<file path="src/sv/cfd_pkg.sv">
// ----------------------------------------------------------------------------
// COBS frame decoder package
// Transfer types and constants shared by the decoder.
// ----------------------------------------------------------------------------
`timescale 1ns / 1ps
`default_nettype none

package cfd_pkg;

  localparam logic [7:0]  FullCode = 8'hFF;
  localparam logic [15:0] MaxCount = 16'hFFFF;

  typedef struct packed {
    logic [7:0] in_byte;
    logic       end_of_frame;
  } in_t;

  typedef struct packed {
    logic [7:0]  out_byte;
    logic        has_byte;
    logic        frame_error;
    logic        frame_last;
    logic [15:0] decoded_length;
  } out_t;

endpackage

`default_nettype wire

</file>
<file path="src/sv/cobs_frame_decoder_core.sv">
// ----------------------------------------------------------------------------
// COBS frame decoder core
// Decodes one COBS-encoded byte per transfer into zero or one result.
// ----------------------------------------------------------------------------
// Usage:
//   Input channel (in_valid_i / in_stall_o / in_data_i) carries one encoded
//   byte per transfer, with end_of_frame set on the final byte of a frame.
//   Output channel (out_valid_o / out_stall_i / out_data_o) carries decoded
//   bytes; the last result of each frame has frame_last set and reports
//   frame_error and decoded_length (0 on error). Code bytes that emit
//   nothing and bytes dropped after an error produce no output transfer
//   unless they end a frame. Results are registered in a two-entry output
//   stage (output register plus skid register), so the input keeps flowing
//   after the receiver stalls; in_stall_o rises only once the skid register
//   holds a result. Throughput: one input transfer per cycle while
//   in_stall_o is low, set by the single decode stage that updates the
//   block counter and flags.
//   Reset clears the decode state to frame start and empties the output
//   stage. Bytes emitted before an error must be discarded by the receiver.
// ----------------------------------------------------------------------------
`timescale 1ns / 1ps
`default_nettype none

module cobs_frame_decoder_core (
  input  wire                 clk_i,
  input  wire                 rst_ni,
  input  wire                 in_valid_i,
  output logic                in_stall_o,
  input  wire cfd_pkg::in_t   in_data_i,
  output logic                out_valid_o,
  input  wire                 out_stall_i,
  output cfd_pkg::out_t       out_data_o
);

  logic [7:0]  block_left_q, block_left_d;
  logic        prev_full_q, prev_full_d;
  logic        at_start_q, at_start_d;
  logic        error_q, error_d;
  logic [15:0] count_q, count_d;

  logic          out_valid_q, skid_valid_q;
  cfd_pkg::out_t out_q, skid_q;

  logic          in_fire, out_take, res_valid, has, last;
  logic [7:0]    ob;
  cfd_pkg::out_t res;

  assign in_stall_o = skid_valid_q;
  assign in_fire    = in_valid_i & ~skid_valid_q;
  assign out_take   = out_valid_q & ~out_stall_i;
  assign last       = in_data_i.end_of_frame;

  always_comb begin
    block_left_d = block_left_q;
    prev_full_d  = prev_full_q;
    at_start_d   = at_start_q;
    error_d      = error_q;
    count_d      = count_q;
    has          = 1'b0;
    ob           = 8'd0;
    if (!error_q) begin
      if (in_data_i.in_byte == 8'd0) begin
        error_d = 1'b1;
      end else if (block_left_q == 8'd0) begin
        if (!at_start_q && !prev_full_q) begin
          has = 1'b1;
        end
        block_left_d = in_data_i.in_byte - 8'd1;
        prev_full_d  = (in_data_i.in_byte == cfd_pkg::FullCode);
        at_start_d   = 1'b0;
      end else begin
        has          = 1'b1;
        ob           = in_data_i.in_byte;
        block_left_d = block_left_q - 8'd1;
      end
      if (has && count_q != cfd_pkg::MaxCount) begin
        count_d = count_q + 16'd1;
      end
      if (last && block_left_d != 8'd0) begin
        error_d = 1'b1;
      end
    end

    res.out_byte       = ob;
    res.has_byte       = has;
    res.frame_error    = last & error_d;
    res.frame_last     = last;
    res.decoded_length = (last && !error_d) ? count_d : 16'd0;
    res_valid          = in_fire & (has | last);

    if (last) begin
      block_left_d = 8'd0;
      prev_full_d  = 1'b0;
      at_start_d   = 1'b1;
      error_d      = 1'b0;
      count_d      = 16'd0;
    end
  end

  always_ff @(posedge clk_i or negedge rst_ni) begin
    if (!rst_ni) begin
      block_left_q <= 8'd0;
      prev_full_q  <= 1'b0;
      at_start_q   <= 1'b1;
      error_q      <= 1'b0;
      count_q      <= 16'd0;
    end else if (in_fire) begin
      block_left_q <= block_left_d;
      prev_full_q  <= prev_full_d;
      at_start_q   <= at_start_d;
      error_q      <= error_d;
      count_q      <= count_d;
    end
  end

  always_ff @(posedge clk_i or negedge rst_ni) begin
    if (!rst_ni) begin
      out_valid_q  <= 1'b0;
      skid_valid_q <= 1'b0;
    end else if (out_take || !out_valid_q) begin
      if (skid_valid_q) begin
        out_valid_q  <= 1'b1;
        skid_valid_q <= 1'b0;
      end else begin
        out_valid_q  <= res_valid;
      end
    end else if (res_valid) begin
      skid_valid_q <= 1'b1;
    end
  end

  always_ff @(posedge clk_i) begin
    if (out_take || !out_valid_q) begin
      if (skid_valid_q) begin
        out_q <= skid_q;
      end else begin
        out_q <= res;
      end
    end else if (res_valid) begin
      skid_q <= res;
    end
  end

  assign out_valid_o = out_valid_q;
  assign out_data_o  = out_q;

`ifndef SYNTHESIS
  a_skid_implies_out: assert property (@(posedge clk_i) disable iff (!rst_ni)
    skid_valid_q |-> out_valid_q)
    else $error("skid register full while output register empty");

  a_block_not_at_start: assert property (@(posedge clk_i) disable iff (!rst_ni)
    (block_left_q != 8'd0) |-> !at_start_q)
    else $error("open block at frame start");

  a_error_reporting: assert property (@(posedge clk_i) disable iff (!rst_ni)
    (out_valid_o && out_data_o.frame_error) |->
      (out_data_o.frame_last && out_data_o.decoded_length == 16'd0))
    else $error("frame error reported without last flag or with length");

  a_frame_restart: assert property (@(posedge clk_i) disable iff (!rst_ni)
    (in_fire && in_data_i.end_of_frame) |=>
      (at_start_q && !error_q && block_left_q == 8'd0 && count_q == 16'd0))
    else $error("decode state not cleared after end of frame");
`endif

endmodule

`default_nettype wire
</file>
<file path="config.mk">
export PLATFORM = sky130hd
export DESIGN_NAME = cobs_frame_decoder_core
export DESIGN_NICKNAME = d
export VERILOG_FILES = /design/src/sv/cfd_pkg.sv /design/src/sv/cobs_frame_decoder_core.sv
export SDC_FILE = /design/constraint.sdc
export NUM_CORES = 1
export LEC_CHECK = 0
export BUFFER_PORTS_ARGS = -buffer_cell sky130_fd_sc_hd__buf_2
export CAP_MARGIN = 20
export CORE_MARGIN = 4
export CORE_UTILIZATION = 56
export CTS_BUF_LIST = sky130_fd_sc_hd__clkbuf_8
export DETAILED_ROUTE_END_ITERATION = 8
export PLACE_DENSITY = 0.87
export SLEW_MARGIN = 20
export SYNTH_ARGS = -nofsm -noshare
export SYNTH_HDL_FRONTEND = slang
export SYNTH_SLANG_ARGS = --single-unit
export TNS_END_PERCENT = 5
</file>
<file path="constraint.sdc">
create_clock -name clk_i -period 3.61 [get_ports clk_i]
set_input_delay 0.1805 -clock clk_i [delete_from_list [all_inputs] [get_ports clk_i]]
set_output_delay 0.1805 -clock clk_i [all_outputs]
set_load 0.1 [all_outputs]
</file>
==> flow_metrics.env, run 1 <==
export IMPL_grt_total_usage_pct=23.6
export IMPL_netlist_top_cells_count="nand2_1 (63), edfxtp_1 (54), nor2_1 (31), o21ai_0 (31), dfrtp_1 (28)"
export IMPL_drc=0
export IMPL_gp_congestion=0.991
export IMPL_clock_skew_ps=16.6
export IMPL_nNetsFinal=471
export IMPL_slowest_stage="dfrtp_1"
export IMPL_p_sw_mw=2.19
export IMPL_ys_ff_latch=83
export IMPL_combPwrFrac_pct=51.5
export IMPL_maxSlewViolCount=0
export IMPL_cts_tree="yes"
export IMPL_max_freq_mhz=294
export IMPL_core_area_um2=7730
export IMPL_finalSetupViolCount=0
export IMPL_dpl_cell_area_um2=4730
export IMPL_synth_edf_count=54
export IMPL_intPower_mw=2.20
export IMPL_setup_tns_ps=0
export IMPL_critPathTopFamily="compound AO/OA/AOI/OAI gates"
export IMPL_drv_cap=0
export IMPL_syn_area_um2=4450
export IMPL_crit_path_end_kind="flip-flop"
export IMPL_synth_area_leader_cell="edfxtp_1"
export IMPL_power_leakage_nw=1.86
export IMPL_htreeDepth=3
export IMPL_die_h_um=97.2
export IMPL_grt_antenna_before_repair=0
export IMPL_power_frac_seq_pct=32.2
export IMPL_overflow=0
export IMPL_final_setup_worst_slack_ps=209
export IMPL_ios=42
export IMPL_syn_avg_cell_area_um2=10.8
export IMPL_p_clk_share_pct=16.3
export IMPL_cp_num_buf_inv=2
export IMPL_dr_pass1_iters=6
export IMPL_synth_flop_cell="edfxtp_1"
export IMPL_yosysUniqueCellTypes=68
export IMPL_grt_pass1_wl_um=17700
export IMPL_finalCritPeriodShare_pct=94.2
export IMPL_drive_above_1_share_pct=22.6
export IMPL_hold_path_class="input pin to flip-flop"
export IMPL_synthArstFlopShare_pct=34.9
export IMPL_required_ps=3810
export IMPL_holdWs_ps=58.8
export IMPL_synth_warnings=0
export IMPL_rsz0062_at_grt="false"
export IMPL_worstMarginPinSlew_ps=712
export IMPL_vias=3573
export IMPL_numCtsBuffers=9
export IMPL_yosysSeqAreaShare_pct=52.7
export IMPL_synth_nets=429
export IMPL_finalHoldViolations=0
export IMPL_dieArea_um2=9440
export IMPL_cts_sinks=83
export IMPL_finalPower_mw=4.39
export IMPL_grt_pass1_vias=3269
export IMPL_syn_inst=414
export IMPL_start_kind="flip-flop"
export IMPL_dr_first_iter_drc_count=485
export IMPL_drtAntennaViolNets=0
export IMPL_routed_wl_um=10900
export IMPL_post_cts_buffers=0
export IMPL_grt_max_degree=34
export IMPL_yosysMostFrequentCell="nand2_1"
export IMPL_cts_root_buffer_cell="clkbuf_8"
export IMPL_ys_top_cells_by_area="edfxtp_1 (36%), dfrtp_1 (16%), nand2_1 (5.3%), o21ai_0 (3.5%), nor2_1 (2.6%)"
export IMPL_die_width_um=97.2
export IMPL_slew_headroom_pct=52.1
export IMPL_viasPerCell=6.35
export IMPL_wl_per_cell_um=19.3
export IMPL_vdd_drop_max_v=0.000341
export IMPL_p_sw_share_pct=49.9
export IMPL_powerDensity_nw_per_um2=886
export IMPL_io_buffer_count=41
export IMPL_clkLatencyLatePin_ps=370
export IMPL_stdcell_area_um2=4960
export IMPL_worstPathCellList="nor4_4, buf_4, a41oi_1, ha_1, a311oi_1, a2111oi_2, nor3_2, o2111ai_4, buf_4, o21ai_1"
export IMPL_cp_common_cell="buf_4"
export IMPL_critical_path_arrival_ps=3600
export IMPL_path_max_fanout=12
export IMPL_status="finished, final reports clean"
export IMPL_path_class="flip-flop to flip-flop"
export IMPL_rows=32
export IMPL_slowest_delay_ps=470
export IMPL_antenna_cells=0
export IMPL_clk_pin_slew_ps=100
export IMPL_min_period_ps=3400
export IMPL_cts_max_path_buffers=2
export IMPL_place_ws_ps=346
export IMPL_hpwl_um=7220
export IMPL_synth_top_area_share_pct=36.4
export IMPL_syn2layout_area_growth_pct=11.4
export IMPL_initial_utilization_pct=57.6
## metrics by stage
step	utilization, %	std cells
2_1_floorplan	-	414
3_3_place_gp	61.3	545
3_5_place_dp	61.3	545
4_1_cts	64.0	562
5_1_grt	64.2	563
6_report	64.2	563
## path summary, 6_finish.rpt
kind	start	to	slack [ps]	cells after the start
max in group asynchronous	rst_ni	block_left_q[5]$_DFFE_PN0P_	2710	2
hold / removal	in_valid_i	error_q$_DFFE_PN0P_	60	2
hold reg to reg	at_start_q$_DFFE_PN1P_	at_start_q$_DFFE_PN1P_	490	2
min in group asynchronous	rst_ni	count_q[10]$_DFFE_PN0P_	420	2
setup reg to reg	block_left_q[6]$_DFFE_PN0P_	out_data_o[0]$_DFFE_PN_	210	10
setup / recovery	block_left_q[6]$_DFFE_PN0P_	out_data_o[0]$_DFFE_PN_	210	10
## cell families after synthesis
kind of cell | share of synthesized area [%]
flops | 52.7
compound gates | 16.8
fa+ha+maj | 0.562
simple gates | 21.2
mux | 3.26
xor+xnor | 2.16
buf+inv | 3.29
## cell type report
cell class / count / area, um2
clock inverters: 7 / 80.1
well taps: 102 / 128
inverters: 6 / 22.5
clock buffers: 9 / 124
fillers: 578 / 2770
repair buffers: 51 / 287
flip-flops and latches: 83 / 2350
multi-input cells: 305 / 1970
## placed cells by master, fill, tap and decap left out, drive strengths merged, types with 3 or more instances in the layout
| cell type | netlist | routed |
|---|---|---|
| a21oi | 14 | 14 |
| a22o | 3 | 3 |
| a311oi | 3 | 3 |
| a31oi | 3 | 3 |
| a41oi | 3 | 3 |
| and2 | 12 | 12 |
| and4 | 3 | 3 |
| buf | 9 | 50 |
| clkbuf | 10 | 9 |
| dfrtp | 28 | 28 |
| edfxtp | 54 | 54 |
| inv | 6 | 10 |
| mux2 | 10 | 10 |
| nand2 | 63 | 63 |
| nand3 | 11 | 11 |
| nand4 | 10 | 10 |
| nor2 | 33 | 33 |
| nor2b | 3 | 3 |
| nor3 | 17 | 17 |
| nor4 | 13 | 13 |
| nor4b | 3 | 3 |
| o2111ai | 3 | 3 |
| o21a | 6 | 6 |
| o21ai | 43 | 43 |
| o31a | 3 | 3 |
| o31ai | 6 | 6 |
| or4 | 3 | 3 |
| xnor2 | 6 | 6 |
| xor2 | 5 | 5 |
## power by group through the flow
stage	registers [mW]	clock network (mW)	logic, mW
floorplan	2.00	0	1.24
global placement	1.42	0	2.17
detailed placement	1.43	0	2.20
CTS	1.41	0.716	2.24
global route	1.44	0.765	2.40
finish	1.42	0.714	2.26
## what timing repair did
action,CTS,global route
hold buffers,1,0
resized for setup,0,0
endpoints found under the hold margin,28,0
## flip-flops by register name, indices dropped and copies added, names as in the netlist
signal        flops
at_start_q        1
block_left_q      8
count_q          16
error_q           1
in_stall_o        1
out_data_o       27
out_valid_o       1
prev_full_q       1
skid_q           27
## worst register-to-register path, delay by kind of cell, from the launching register on
| family | cells | cell delay, ps |
|---|---|---|
| compound gates | 5 | 1230 |
| simple gates | 2 | 680 |
| buf+inv | 2 | 510 |
| flops | 1 | 470 |
| fa+ha+maj | 1 | 360 |
## routing by layer
layer / wire [um] / vias to the layer above / part of all wire [%] / track usage [%]
li1: - / 1636 / - / -
met4: 242 / 0 / 2.2 / 8.32
met1: 4470 / 1695 / 41 / 32.8
met5: 0 / - / 0 / 0
met2: 5270 / 214 / 48 / 38.0
met3: 895 / 28 / 8.2 / 3.66
Power figures use the tool's default switching activity.
==> run 2: changes to the inputs <==
ABC_AREA = 1   (was not set)
BUFFER_PORTS_ARGS = not set   (was -buffer_cell sky130_fd_sc_hd__buf_2)
CORE_UTILIZATION = 60   (was 56)
DONT_BUFFER_PORTS = 1   (was not set)
==> flow_metrics.env, run 2 <==
export IMPL_final_setup_worst_slack_ps=518
export IMPL_cts_max_path_buffers=2
export IMPL_clk_pin_slew_ps=90
export IMPL_final_common_cell="nand2_1"
export IMPL_grt_max_degree=47
export IMPL_slowest_stage="nor2_4"
export IMPL_drv_cap=0
export IMPL_stdcell_area_um2=4880
export IMPL_path_class="flip-flop to flip-flop"
export IMPL_critical_path_arrival_ps=3290
export IMPL_yosysSeqAreaShare_pct=52.5
export IMPL_min_period_ps=3090
export IMPL_met3WireLength_um=820
export IMPL_crit_path_end_kind="flip-flop"
export IMPL_place_ws_ps=640
export IMPL_m1WireLength_um=4230
export IMPL_syn_area_um2=4470
export IMPL_cts_sinks=83
export IMPL_synth_area_leader_cell="edfxtp_1"
export IMPL_synth_flop_cell="edfxtp_1"
export IMPL_cp_num_buf_inv=1
export IMPL_grt_total_usage_pct=24.4
export IMPL_worst_path_stages=15
export IMPL_vias=3635
export IMPL_max_freq_mhz=323
export IMPL_die_width_um=94.3
export IMPL_clkLatencyLatePin_ps=350
export IMPL_routed_wl_um=10300
export IMPL_maxSlewViolCount=0
export IMPL_setup_tns_ps=0
export IMPL_die_h_um=94.3
export IMPL_synth_top_area_share_pct=36.3
export IMPL_core_area_um2=7250
export IMPL_wl_met2_um=4980
export IMPL_r2r_slack_ps=520
export IMPL_rows=31
export IMPL_finalHoldViolations=0
export IMPL_yosysUniqueCellTypes=36
export IMPL_hold_path_class="input pin to flip-flop"
export IMPL_viasPerCell=5.83
export IMPL_slowest_delay_ps=480
export IMPL_power_leakage_nw=2.33
export IMPL_grt_pass1_wl_um=16600
export IMPL_antenna_cells=0
export IMPL_drc=0
export IMPL_synth_nets=525
export IMPL_powerDensity_nw_per_um2=883
export IMPL_htreeDepth=3
export IMPL_dieArea_um2=8890
export IMPL_synth_warnings=0
export IMPL_start_kind="flip-flop"
export IMPL_dpl_cell_area_um2=4580
export IMPL_drive_above_1_share_pct=11.5
export IMPL_nNetsFinal=534
export IMPL_fin_util_pct=67.2
export IMPL_cts_resized=0
export IMPL_worstPathCellList="nor2_2, nand2_2, nor2_4, nand2_2, nand2_1, inv_1, ha_1, nand2_1, o21ai_0, nand3_1, a21oi_2, nand3_2, nor2_4, nand4_1, o21bai_1"
export IMPL_synthArstFlopShare_pct=34.9
export IMPL_required_ps=3800
export IMPL_cts_tree="yes"
export IMPL_grt_pass1_vias=3322
export IMPL_gp_congestion=0.952
export IMPL_r2r_cells=15
export IMPL_dr_pass1_iters=6
export IMPL_finalSetupViolCount=0
export IMPL_ios=42
export IMPL_status="finished, final reports clean"
export IMPL_wl_per_cell_um=16.6
export IMPL_clock_skew_ps=7.50
export IMPL_path_max_fanout=17
export IMPL_syn2layout_area_growth_pct=9.13
export IMPL_ys_top_cells_by_area="edfxtp_1 (36%), dfrtp_1 (16%), nand2_1 (11%), inv_1 (7.2%), nor2_1 (3.3%)"
export IMPL_numCtsBuffers=9
export IMPL_synth_edf_count=54
export IMPL_overflow=0
export IMPL_cts_root_buffer_cell="clkbuf_8"
export IMPL_worstMarginPinSlew_ps=950
export IMPL_rsz0062_at_grt="false"
export IMPL_dr_first_iter_drc_count=491
export IMPL_crit_end="out_data_o[4]$_DFFE_PN_"
export IMPL_drtAntennaViolNets=0
export IMPL_min_delay_start="in_data_i[4]"
export IMPL_netlist_top_cells_count="nand2_1 (136), inv_1 (86), edfxtp_1 (54)"
export IMPL_routed_top_layer="met4"
export IMPL_grt_antenna_before_repair=0
export IMPL_syn_avg_cell_area_um2=8.76
export IMPL_layout_common_cells="nand2_1 (136), inv_1 (86), edfxtp_1 (54), nor2_1 (38)"
export IMPL_ys_ff_latch=83
export IMPL_timing_rr_end="out_data_o[4]$_DFFE_PN_"
export IMPL_slew_headroom_pct=36.8
export IMPL_hpwl_um=6850
export IMPL_initial_utilization_pct=61.6
export IMPL_syn_inst=510
export IMPL_critPathTopFamily="simple AND/OR/NAND/NOR gates"
export IMPL_worstReg2RegStart="block_left_q[0]$_DFFE_PN0P_"
export IMPL_yosysMostFrequentCell="nand2_1"
export IMPL_finalCritPeriodShare_pct=85.7
export IMPL_cp_startpoint="block_left_q[0]$_DFFE_PN0P_"
export IMPL_io_buffer_count=0
export IMPL_vdd_drop_max_v=0.000369
## run 2: how the worst min path moves through the flow
stage               depth (start not counted)  slack, ps                           to
floorplan                                   0       -120  block_left_q[0]$_DFFE_PN0P_
CTS                                         2         70         skid_q[21]$_DFFE_PP_
finish                                      2         80         skid_q[22]$_DFFE_PP_
detailed placement                          0       -110  block_left_q[1]$_DFFE_PN0P_
global route                                2         70         skid_q[24]$_DFFE_PP_
global placement                            0       -110  block_left_q[3]$_DFFE_PN0P_
## run 2: layout make-up
type	count	area [um2]
clock buffer	9	124
tap	99	124
clock inverter	7	98.8
inverter	87	327
multi-input combinational	325	1720
sequential	83	2350
timing repair buffer	13	135
fill	508	2380
## run 2: report_power, final
group / switching, mW / total, mW / internal (mW)
Combinational: 0.979 / 1.38 / 0.403
Clock: 0.363 / 0.758 / 0.395
Sequential: 0.850 / 2.17 / 1.32
Total: 2.19 / 4.31 / 2.11
## run 2: kinds of logic (layout without fill, tap and decap cells)
logic type,count (synthesis),count (layout),share of synthesized area (%)
AOI/OAI and AO/OA,70,70,10.2
and+or+nand+nor,244,244,25.9
DFF,83,83,52.5
adders and majority gates,2,2,0.560
buffers and inverters,102,116,9.04
xor gates and xnor gates,9,9,1.76
## run 2: per-layer routing
layer  GRT usage (%)  up-vias
met2            39.0      221
li1                -     1682
met3            4.81       30
met5               0        -
met4            9.39        0
met1            32.8     1702
## run 2: timing repair
item / in CTS / in global routing
setup buffers: 0 / 0
hold buffers: 6 / 0
hold endpoints to repair: 32 / 0
## run 2: stage by stage
step	std cells	power (mW)	hold slack, ps
2_1_floorplan	510	3.20	-115
3_3_place_gp	601	3.45	-114
3_5_place_dp	601	3.51	-114
4_1_cts	623	4.28	69.2
5_1_grt	623	4.55	71.2
6_report	623	4.31	79.8
